<file path="src/design/assert_macros.svh">
// assertion helpers shared by the codec modules
`ifndef ASSERT_MACROS_SVH
`define ASSERT_MACROS_SVH

// expr must hold at every clock edge out of reset
`define UUC_ASSERT_ALWAYS(label, clock, resetn, expr) \
    label: assert property (@(posedge clock) disable iff (!resetn) (expr)) \
        else $error("uuc: invariant violated");

// cons must hold in the same cycle as ante
`define UUC_ASSERT_IMPLY(label, clock, resetn, ante, cons) \
    label: assert property (@(posedge clock) disable iff (!resetn) (ante) |-> (cons)) \
        else $error("uuc: implication violated");

// cons must hold in the cycle after ante
`define UUC_ASSERT_NEXT(label, clock, resetn, ante, cons) \
    label: assert property (@(posedge clock) disable iff (!resetn) (ante) |=> (cons)) \
        else $error("uuc: next-cycle implication violated");

`endif

</file>
<file path="src/design/uuc_pkg.sv">
package uuc_pkg;

    localparam int unsigned RunMax    = 4;
    localparam int unsigned CountW    = $clog2(RunMax + 1);
    localparam int unsigned IdxW      = $clog2(RunMax);
    localparam int unsigned QueueDepth = 2;
    localparam int unsigned QPtrW     = $clog2(QueueDepth);
    localparam int unsigned AddrWidth = 3;
    localparam int unsigned DataWidth = 32;

    localparam logic [AddrWidth-1:0] RegDirectionAddr = 3'd0;

    localparam logic DirEncode = 1'b0;
    localparam logic DirDecode = 1'b1;

    localparam logic [7:0] UuOffset   = 8'd32;
    localparam logic [5:0] UuOffset6  = 6'd32;
    localparam logic [7:0] UuNewline  = 8'd10;

    typedef enum logic [1:0] {
        PH_FIRST,
        PH_SECOND,
        PH_THIRD,
        PH_FOURTH
    } phase_t;

    // results caused by one input item, oldest in chars[0]
    typedef struct packed {
        logic [CountW-1:0]          count;
        logic [RunMax-1:0][7:0]     chars;
    } run_t;

    function automatic logic [7:0] enc_char(input logic [5:0] six);
        enc_char = {2'b00, six} + UuOffset;
    endfunction

endpackage

</file>
<file path="src/design/uuc_front.sv">
`include "assert_macros.svh"

module uuc_front (
    input  logic               clk,
    input  logic               rst_n,
    input  logic               direction,
    input  logic               accept,
    input  logic [7:0]         data_value,
    input  logic               line_start,
    input  logic               line_end,
    input  logic [5:0]         line_byte_count,
    output logic               wr_en,
    output uuc_pkg::run_t      run
);
    import uuc_pkg::*;

    phase_t      phase_reg, phase_next;
    logic [5:0]  carried_reg, carried_next;
    logic [5:0]  rem_reg, rem_next;
    logic [5:0]  dec_v;

    assign dec_v = data_value[5:0] - UuOffset6;

    // next state
    always_comb
    begin
        phase_t     ph;
        logic [5:0] car;
        logic [5:0] rem;
        ph  = phase_reg;
        car = carried_reg;
        rem = rem_reg;
        if (direction == DirEncode)
        begin
            if (line_start)
            begin
                ph  = PH_FIRST;
                car = 6'd0;
                rem = line_byte_count;
            end
            case (ph)
                PH_FIRST:
                begin
                    car = {4'd0, data_value[1:0]};
                    ph  = PH_SECOND;
                end
                PH_SECOND:
                begin
                    car = {2'd0, data_value[3:0]};
                    ph  = PH_THIRD;
                end
                default:
                begin
                    car = 6'd0;
                    ph  = PH_FIRST;
                end
            endcase
            if (rem != 6'd0)
            begin
                rem = rem - 6'd1;
            end
        end
        else
        begin
            if (line_start)
            begin
                rem = dec_v;
                ph  = PH_FIRST;
                car = 6'd0;
            end
            else if (data_value != UuNewline && rem != 6'd0)
            begin
                case (ph)
                    PH_FIRST:
                    begin
                        car = dec_v;
                        ph  = PH_SECOND;
                    end
                    PH_SECOND:
                    begin
                        car = {2'd0, dec_v[3:0]};
                        ph  = PH_THIRD;
                        rem = rem - 6'd1;
                    end
                    PH_THIRD:
                    begin
                        car = {4'd0, dec_v[1:0]};
                        ph  = PH_FOURTH;
                        rem = rem - 6'd1;
                    end
                    default:
                    begin
                        car = 6'd0;
                        ph  = PH_FIRST;
                        rem = rem - 6'd1;
                    end
                endcase
            end
        end
        if (line_end)
        begin
            ph  = PH_FIRST;
            car = 6'd0;
            rem = 6'd0;
        end
        phase_next   = ph;
        carried_next = car;
        rem_next     = rem;
    end

    // results of the item
    always_comb
    begin
        phase_t            ph;
        phase_t            ph_after;
        logic [5:0]        car;
        logic [5:0]        car_after;
        logic [CountW-1:0] k;
        run = '0;
        k   = '0;
        ph  = line_start ? PH_FIRST : phase_reg;
        car = line_start ? 6'd0 : carried_reg;
        ph_after  = ph;
        car_after = car;
        if (direction == DirEncode)
        begin
            if (line_start)
            begin
                run.chars[0] = enc_char(line_byte_count);
                k = k + CountW'(1);
            end
            case (ph)
                PH_FIRST:
                begin
                    run.chars[k[IdxW-1:0]] = enc_char(data_value[7:2]);
                    k = k + CountW'(1);
                    ph_after  = PH_SECOND;
                    car_after = {4'd0, data_value[1:0]};
                end
                PH_SECOND:
                begin
                    run.chars[k[IdxW-1:0]] = enc_char({car[1:0], data_value[7:4]});
                    k = k + CountW'(1);
                    ph_after  = PH_THIRD;
                    car_after = {2'd0, data_value[3:0]};
                end
                default:
                begin
                    run.chars[k[IdxW-1:0]] = enc_char({car[3:0], data_value[7:6]});
                    k = k + CountW'(1);
                    run.chars[k[IdxW-1:0]] = enc_char(data_value[5:0]);
                    k = k + CountW'(1);
                    ph_after  = PH_FIRST;
                    car_after = 6'd0;
                end
            endcase
            if (line_end)
            begin
                // flush a partial group, then the newline
                case (ph_after)
                    PH_SECOND:
                    begin
                        run.chars[k[IdxW-1:0]] = enc_char({car_after[1:0], 4'd0});
                        k = k + CountW'(1);
                    end
                    PH_THIRD:
                    begin
                        run.chars[k[IdxW-1:0]] = enc_char({car_after[3:0], 2'd0});
                        k = k + CountW'(1);
                    end
                    default:
                    begin
                    end
                endcase
                run.chars[k[IdxW-1:0]] = UuNewline;
                k = k + CountW'(1);
            end
        end
        else
        begin
            if (!line_start && data_value != UuNewline && rem_reg != 6'd0)
            begin
                case (phase_reg)
                    PH_SECOND:
                    begin
                        run.chars[0] = {carried_reg, dec_v[5:4]};
                        k = CountW'(1);
                    end
                    PH_THIRD:
                    begin
                        run.chars[0] = {carried_reg[3:0], dec_v[5:2]};
                        k = CountW'(1);
                    end
                    PH_FOURTH:
                    begin
                        run.chars[0] = {carried_reg[1:0], dec_v};
                        k = CountW'(1);
                    end
                    default:
                    begin
                    end
                endcase
            end
        end
        run.count = k;
    end

    assign wr_en = accept && (run.count != '0);

    always_ff @(posedge clk or negedge rst_n)
    begin
        if (!rst_n)
        begin
            phase_reg   <= PH_FIRST;
            carried_reg <= 6'd0;
            rem_reg     <= 6'd0;
        end
        else if (accept)
        begin
            phase_reg   <= phase_next;
            carried_reg <= carried_next;
            rem_reg     <= rem_next;
        end
    end

    // decode gives at most one byte per character
    `UUC_ASSERT_IMPLY(a_dec_single, clk, rst_n, wr_en && direction == DirDecode, run.count == CountW'(1))
    // encode always gives a result, so it always writes the queue
    `UUC_ASSERT_IMPLY(a_enc_writes, clk, rst_n, accept && direction == DirEncode, wr_en)

endmodule

</file>
<file path="src/design/uuc_queue.sv">
`include "assert_macros.svh"

module uuc_queue (
    input  logic            clk,
    input  logic            rst_n,
    input  logic            wr_en,
    input  uuc_pkg::run_t   wr_run,
    input  logic            rd_en,
    output uuc_pkg::run_t   head,
    output logic            full,
    output logic            empty
);
    import uuc_pkg::*;

    run_t              slot_reg [QueueDepth];
    logic [QPtrW-1:0]  wr_ptr_reg, wr_ptr_next;
    logic [QPtrW-1:0]  rd_ptr_reg, rd_ptr_next;
    logic [QPtrW:0]    fill_reg, fill_next;

    assign full  = (fill_reg == (QPtrW+1)'(QueueDepth));
    assign empty = (fill_reg == '0);
    assign head  = slot_reg[rd_ptr_reg];

    always_comb
    begin
        wr_ptr_next = wr_ptr_reg;
        rd_ptr_next = rd_ptr_reg;
        fill_next   = fill_reg;
        if (wr_en)
        begin
            wr_ptr_next = (wr_ptr_reg == QPtrW'(QueueDepth - 1)) ? '0 : wr_ptr_reg + QPtrW'(1);
        end
        if (rd_en)
        begin
            rd_ptr_next = (rd_ptr_reg == QPtrW'(QueueDepth - 1)) ? '0 : rd_ptr_reg + QPtrW'(1);
        end
        if (wr_en && !rd_en)
        begin
            fill_next = fill_reg + (QPtrW+1)'(1);
        end
        else if (rd_en && !wr_en)
        begin
            fill_next = fill_reg - (QPtrW+1)'(1);
        end
    end

    always_ff @(posedge clk or negedge rst_n)
    begin
        if (!rst_n)
        begin
            wr_ptr_reg <= '0;
            rd_ptr_reg <= '0;
            fill_reg   <= '0;
        end
        else
        begin
            wr_ptr_reg <= wr_ptr_next;
            rd_ptr_reg <= rd_ptr_next;
            fill_reg   <= fill_next;
        end
    end

    always_ff @(posedge clk)
    begin
        if (wr_en)
        begin
            slot_reg[wr_ptr_reg] <= wr_run;
        end
    end

    `UUC_ASSERT_IMPLY(a_no_overflow, clk, rst_n, wr_en, !full)
    `UUC_ASSERT_IMPLY(a_no_underflow, clk, rst_n, rd_en, !empty)

endmodule

</file>
<file path="src/design/uuc_back.sv">
`include "assert_macros.svh"

module uuc_back (
    input  logic            clk,
    input  logic            rst_n,
    input  uuc_pkg::run_t   head,
    input  logic            q_empty,
    output logic            q_rd,
    input  logic            pop,
    output logic            empty,
    output logic [7:0]      out_value,
    output logic            last_of_run
);
    import uuc_pkg::*;

    logic [IdxW-1:0]  idx_reg, idx_next;
    logic             valid_reg, valid_next;
    logic [7:0]       value_reg;
    logic             last_reg;
    logic             load;
    logic             at_last;

    assign at_last = ((CountW'(idx_reg) + CountW'(1)) == head.count);
    // take the next character when the output stage is free or being drained
    assign load    = !q_empty && (!valid_reg || pop);
    assign q_rd    = load && at_last;

    always_comb
    begin
        idx_next   = idx_reg;
        valid_next = valid_reg;
        if (load)
        begin
            idx_next   = at_last ? '0 : idx_reg + IdxW'(1);
            valid_next = 1'b1;
        end
        else if (pop)
        begin
            valid_next = 1'b0;
        end
    end

    always_ff @(posedge clk or negedge rst_n)
    begin
        if (!rst_n)
        begin
            idx_reg   <= '0;
            valid_reg <= 1'b0;
        end
        else
        begin
            idx_reg   <= idx_next;
            valid_reg <= valid_next;
        end
    end

    always_ff @(posedge clk)
    begin
        if (load)
        begin
            value_reg <= head.chars[idx_reg];
            last_reg  <= at_last;
        end
    end

    assign empty       = !valid_reg;
    assign out_value   = value_reg;
    assign last_of_run = last_reg;

    // a waiting result is never dropped
    `UUC_ASSERT_NEXT(a_hold_result, clk, rst_n, valid_reg && !pop, valid_reg)
    // the run index never walks past the run length
    `UUC_ASSERT_IMPLY(a_idx_in_run, clk, rst_n, !q_empty, CountW'(idx_reg) < head.count)

endmodule

</file>
<file path="src/design/uuencode_line_codec.sv">
// uuencode line codec. In encode mode (direction 0) each raw byte gives one or two characters
// (value+32), a line_start byte also gives the length character first, and a line_end byte
// flushes any partial group and adds a newline, so one byte gives up to four characters. In
// decode mode (direction 1) the first character of a line sets the byte count and each later
// character gives at most one byte. An item is taken in every cycle while the two-entry run
// queue has room; results leave one per cycle through the output register while pop is
// asserted. The first result of an item passes through the run queue and then the output
// register before it appears on the result ports. Write direction only while the codec is
// idle; writing it keeps line state.
module uuencode_line_codec (
    input  logic                                clk,
    input  logic                                rst_n,
    input  logic                                psel,
    input  logic                                penable,
    input  logic                                pwrite,
    input  logic [uuc_pkg::AddrWidth-1:0]       paddr,
    input  logic [uuc_pkg::DataWidth-1:0]       pwdata,
    output logic [uuc_pkg::DataWidth-1:0]       prdata,
    output logic                                pready,
    input  logic                                push,
    output logic                                full,
    input  logic [7:0]                          data_value,
    input  logic                                line_start,
    input  logic                                line_end,
    input  logic [5:0]                          line_byte_count,
    output logic                                empty,
    input  logic                                pop,
    output logic [7:0]                          out_value,
    output logic                                last_of_run
);
    import uuc_pkg::*;

    logic   direction_reg;
    logic   dir_sel;
    logic   accept;
    logic   wr_en;
    run_t   wr_run;
    run_t   head;
    logic   q_full;
    logic   q_empty;
    logic   q_rd;

    assign pready  = 1'b1;
    assign dir_sel = (paddr[AddrWidth-1:2] == RegDirectionAddr[AddrWidth-1:2]);
    assign prdata  = dir_sel ? {{(DataWidth-1){1'b0}}, direction_reg} : '0;

    always_ff @(posedge clk or negedge rst_n)
    begin
        if (!rst_n)
        begin
            direction_reg <= DirEncode;
        end
        else if (psel && penable && pwrite && pready && dir_sel)
        begin
            direction_reg <= pwdata[0];
        end
    end

    assign full   = q_full;
    assign accept = push && !q_full;

    uuc_front u_front (
        .clk             (clk),
        .rst_n           (rst_n),
        .direction       (direction_reg),
        .accept          (accept),
        .data_value      (data_value),
        .line_start      (line_start),
        .line_end        (line_end),
        .line_byte_count (line_byte_count),
        .wr_en           (wr_en),
        .run             (wr_run)
    );

    uuc_queue u_queue (
        .clk    (clk),
        .rst_n  (rst_n),
        .wr_en  (wr_en),
        .wr_run (wr_run),
        .rd_en  (q_rd),
        .head   (head),
        .full   (q_full),
        .empty  (q_empty)
    );

    uuc_back u_back (
        .clk         (clk),
        .rst_n       (rst_n),
        .head        (head),
        .q_empty     (q_empty),
        .q_rd        (q_rd),
        .pop         (pop),
        .empty       (empty),
        .out_value   (out_value),
        .last_of_run (last_of_run)
    );

endmodule
</file>
<file path="config.mk">
export PLATFORM = sky130hd
export DESIGN_NAME = uuencode_line_codec
export DESIGN_NICKNAME = d
export VERILOG_FILES = /design/src/design/uuc_pkg.sv /design/src/design/uuc_front.sv /design/src/design/uuc_queue.sv /design/src/design/uuc_back.sv /design/src/design/uuencode_line_codec.sv
export VERILOG_INCLUDE_DIRS = /design/src /design/src/design
export SDC_FILE = /design/constraint.sdc
export NUM_CORES = 1
export LEC_CHECK = 0
export ABC_AREA = 1
export BUFFER_PORTS_ARGS = -buffer_cell sky130_fd_sc_hd__buf_2
export CAP_MARGIN = 20
export CORE_AREA = 2 2 150 152
export CTS_CLUSTER_SIZE = 24
export DETAILED_ROUTE_END_ITERATION = 8
export DIE_AREA = 0 0 152 154
export PLACE_DENSITY = 0.4
export SYNTH_ARGS = -nofsm -noshare
export SYNTH_HDL_FRONTEND = slang
export SYNTH_SLANG_ARGS = --single-unit
</file>
<file path="constraint.sdc">
create_clock -name clk -period 7.1 [get_ports clk]
set_clock_uncertainty 0.05 [all_clocks]
set_input_delay 0.71 -clock clk [delete_from_list [all_inputs] [get_ports clk]]
set_output_delay 0.71 -clock clk [all_outputs]
set_load 0.005 [all_outputs]
</file>
==> flow_metrics.py <==
metrics = {
    "grt": {
        "grt.total_usage_pct": 11.5,
        "grt_pass1_wl_um": 21200,
        "overflow": 0,
        "grt_max_degree": 31,
        "grt_pass1_vias": 3911,
        "antenna_found_initial": 0,
    },
    "routing": {
        "drcViolationCount": 0,
        "dr.pass1.iters": 4,
        "vias": 3967,
        "antenna_left": 0,
        "vias_per_cell": 4.46,
        "drt-initial-drc-count": 309,
        "drt-total-wl_um": 13300,
        "detail_route.wl_per_cell_um": 14.9,
    },
    "synthesis": {
        "ys_types": 50,
        "synth_area_mm2": 0.00513,
        "synth_cells": 566,
        "avgSynthCellArea_um2": 9.06,
        "ys_seq_elements": 89,
        "yosysSeqAreaShare_pct": 50.0,
        "ys.warnings.count": 0,
    },
    "die": {
        "row_count": 54,
        "ios": 102,
        "die_width_um": 152,
        "dieArea_mm2": 0.0234,
        "core_mm2": 0.0217,
        "initial_utilization_pct": 23.7,
        "die_h_um": 154,
    },
    "cts": {
        "holdBufCountCts": 0,
        "cts_max_path_buffers": 2,
        "clock_latency_ns": 0.34,
        "cts-buffers-inserted": 9,
        "root_buffer": "clkbuf_16",
        "htreeDepth": 3,
        "cts_tree": "built",
        "cts_sinks": 89,
        "cts.repair.resized": 0,
        "path_clk_slew_ns": 0.06,
        "postCtsSetupRepairBufs": 0,
    },
    "setup_path": {
        "crit_family": "adder cells",
        "rrSetupSlack_ns": 3.97,
        "end_kind": "flip-flop",
        "cp_data_required_time_ns": 7.27,
        "timing.rr.start": "u_back.idx_reg[0]",
        "cp_slowest_cell": "dfrtp_1",
        "cp_data_arrival_time_ns": 3.30,
        "slowest_delay_ns": 0.75,
        "path_cells": "inv_1, ha_1, xor2_1, nor2_1, nand2_2, clkinv_2, nand2_2, ha_1, a21oi_1, o21ai_0, xor2_1",
        "rr_endpoint": "u_queue.fill_reg[1]",
        "path_max_fanout": 20,
        "ff2ff_path_depth": 11,
        "path_class": "reg2reg",
        "cp_num_buf_inv": 2,
        "crit_path_start_kind": "flip-flop",
    },
    "job": {
        "drv_cap": 0,
    },
    "finish": {
        "stdcell_area_mm2": 0.00574,
        "final_cell_mix": "nand2_1, edfxtp_1, nor2_1, o21ai_0, conb_1",
        "largest_reg_flops": 58,
        "post-route-util_pct": 26.5,
        "nets": 673,
        "final_common_cell": "nand2_1",
        "drive_gt1_share_pct": 15.4,
        "diodes": 0,
        "syn2layout_area_growth_pct": 12.0,
    },
    "timing": {
        "tightestPinTransition_ns": 0.724,
        "finalCriticalPeriod_ns": 3.13,
        "slew-limit-headroom_pct": 51.7,
        "rsz0062_at_grt": "false",
        "max_freq_ghz": 0.320,
        "hold_ws_ns": 0.311,
        "fin_crit_sh_pct": 44.1,
        "hold_viol": 0,
        "finalSetupTns_ns": 0,
        "setup_viol": 0,
        "maxSlewViolCount": 0,
    },
    "placed_design": {
        "dpl_cell_area_mm2": 0.00547,
        "numPortBuffers": 36,
        "gp_congestion": 0.832,
        "dp_hpwl_um": 9490,
    },
    "status": {
        "status": "finished clean",
    },
    "worst_hold_path": {
        "hp-class": "in2async",
    },
    "pwr": {
        "power_density_mw_per_mm2": 367,
        "leakage_uw": 0.00241,
        "vdd.ir_drop.worst_v": 0.000124,
    },
}
area by class of cell:
cell class / instances / area [um^2]
Fill cell: 2353 / 15900
Sequential cell: 89 / 2560
Multi-Input combinational cell: 414 / 2150
Tap cell: 280 / 350
Clock buffer: 12 / 246
Timing Repair Buffer: 41 / 218
Inverter: 49 / 188
Clock inverter: 4 / 30.0
cell families (layout without fill, tap and decap cells):
logic type	count (synthesis)	count (layout)	synth area share, %
adder cells (fa/ha/maj)	11	11	2.68
other	2	44	0.146
XOR/XNOR	7	7	1.20
AND/OR/NAND/NOR	222	222	18.9
buffers and inverters	105	106	11.3
AO/OA/AOI/OAI	130	130	15.8
flip-flops	89	89	50.0
metal layers:
layer  vias up  GRT usage (%)  routed length, um  part of all wire (%)
met5         -              0                  0                     0
met1      1888           15.7               6290                    47
met4         0           3.96                238                   1.8
met2       118           18.3               6150                    46
li1       1943              -                  -                     -
met3        18           2.20                582                   4.4
worst max-delay path by stage:
stage / from / to / slack, ns / cells past startpoint
finish: u_back.idx_reg[0] / u_queue.fill_reg[1] / 3.97 / 11
global route: u_back.idx_reg[0] / u_queue.fill_reg[1] / 3.63 / 11
CTS: u_back.idx_reg[0] / u_queue.fill_reg[1] / 3.93 / 11
detailed placement: u_back.idx_reg[0] / u_queue.fill_reg[1] / 3.95 / 11
global placement: u_back.idx_reg[0] / u_queue.fill_reg[1] / 3.93 / 11
floorplan: data_value[4] / u_queue.slot_reg[1][0] / 4.00 / 11
power breakdown:
part / internal, uW / switching (uW) / leakage, uW
Sequential: 728 / 97.6 / 0.000907
Combinational: 277 / 557 / 0.00137
Clock: 248 / 198 / 0.000133
synth_stat cells (all sizes together):
cell type | count | area, um^2
nor3 | 6 | 35.0
edfxtp | 67 | 2010
a211oi | 3 | 22.5
xor2 | 6 | 52.6
xnor2 | 1 | 8.76
o21ai | 56 | 307
dfrtp | 22 | 551
o221ai | 1 | 8.76
conb | 2 | 7.51
o211a | 1 | 10.0
a21boi | 1 | 7.51
or2 | 4 | 25.0
o21bai | 1 | 7.51
buf | 47 | 358
o31ai | 5 | 42.5
o41ai | 1 | 8.76
clkinv | 2 | 8.75
a22o | 7 | 61.3
o211ai | 7 | 52.6
nor2 | 68 | 288
o22ai | 12 | 75.1
nand2 | 115 | 467
o2bb2ai | 1 | 8.76
o32ai | 2 | 17.5
nand4 | 4 | 25.0
inv | 47 | 179
nand3 | 25 | 130
a21oi | 23 | 115
a31oi | 5 | 31.3
a221oi | 1 | 8.76
clkbuf | 9 | 33.8
ha | 11 | 138
a22oi | 1 | 7.51
a32o | 2 | 20.0
stage by stage:
stage          total power, uW  instances  setup slack, ns
3_3_place_gp              1680        873             3.93
4_1_cts                   2140        889             3.93
3_5_place_dp              1680        873             3.95
6_report                  2110        889             3.97
2_1_floorplan             1440        608             4.00
5_1_grt                   2290        889             3.63
Note: power is estimated with default switching activity, not from simulation.
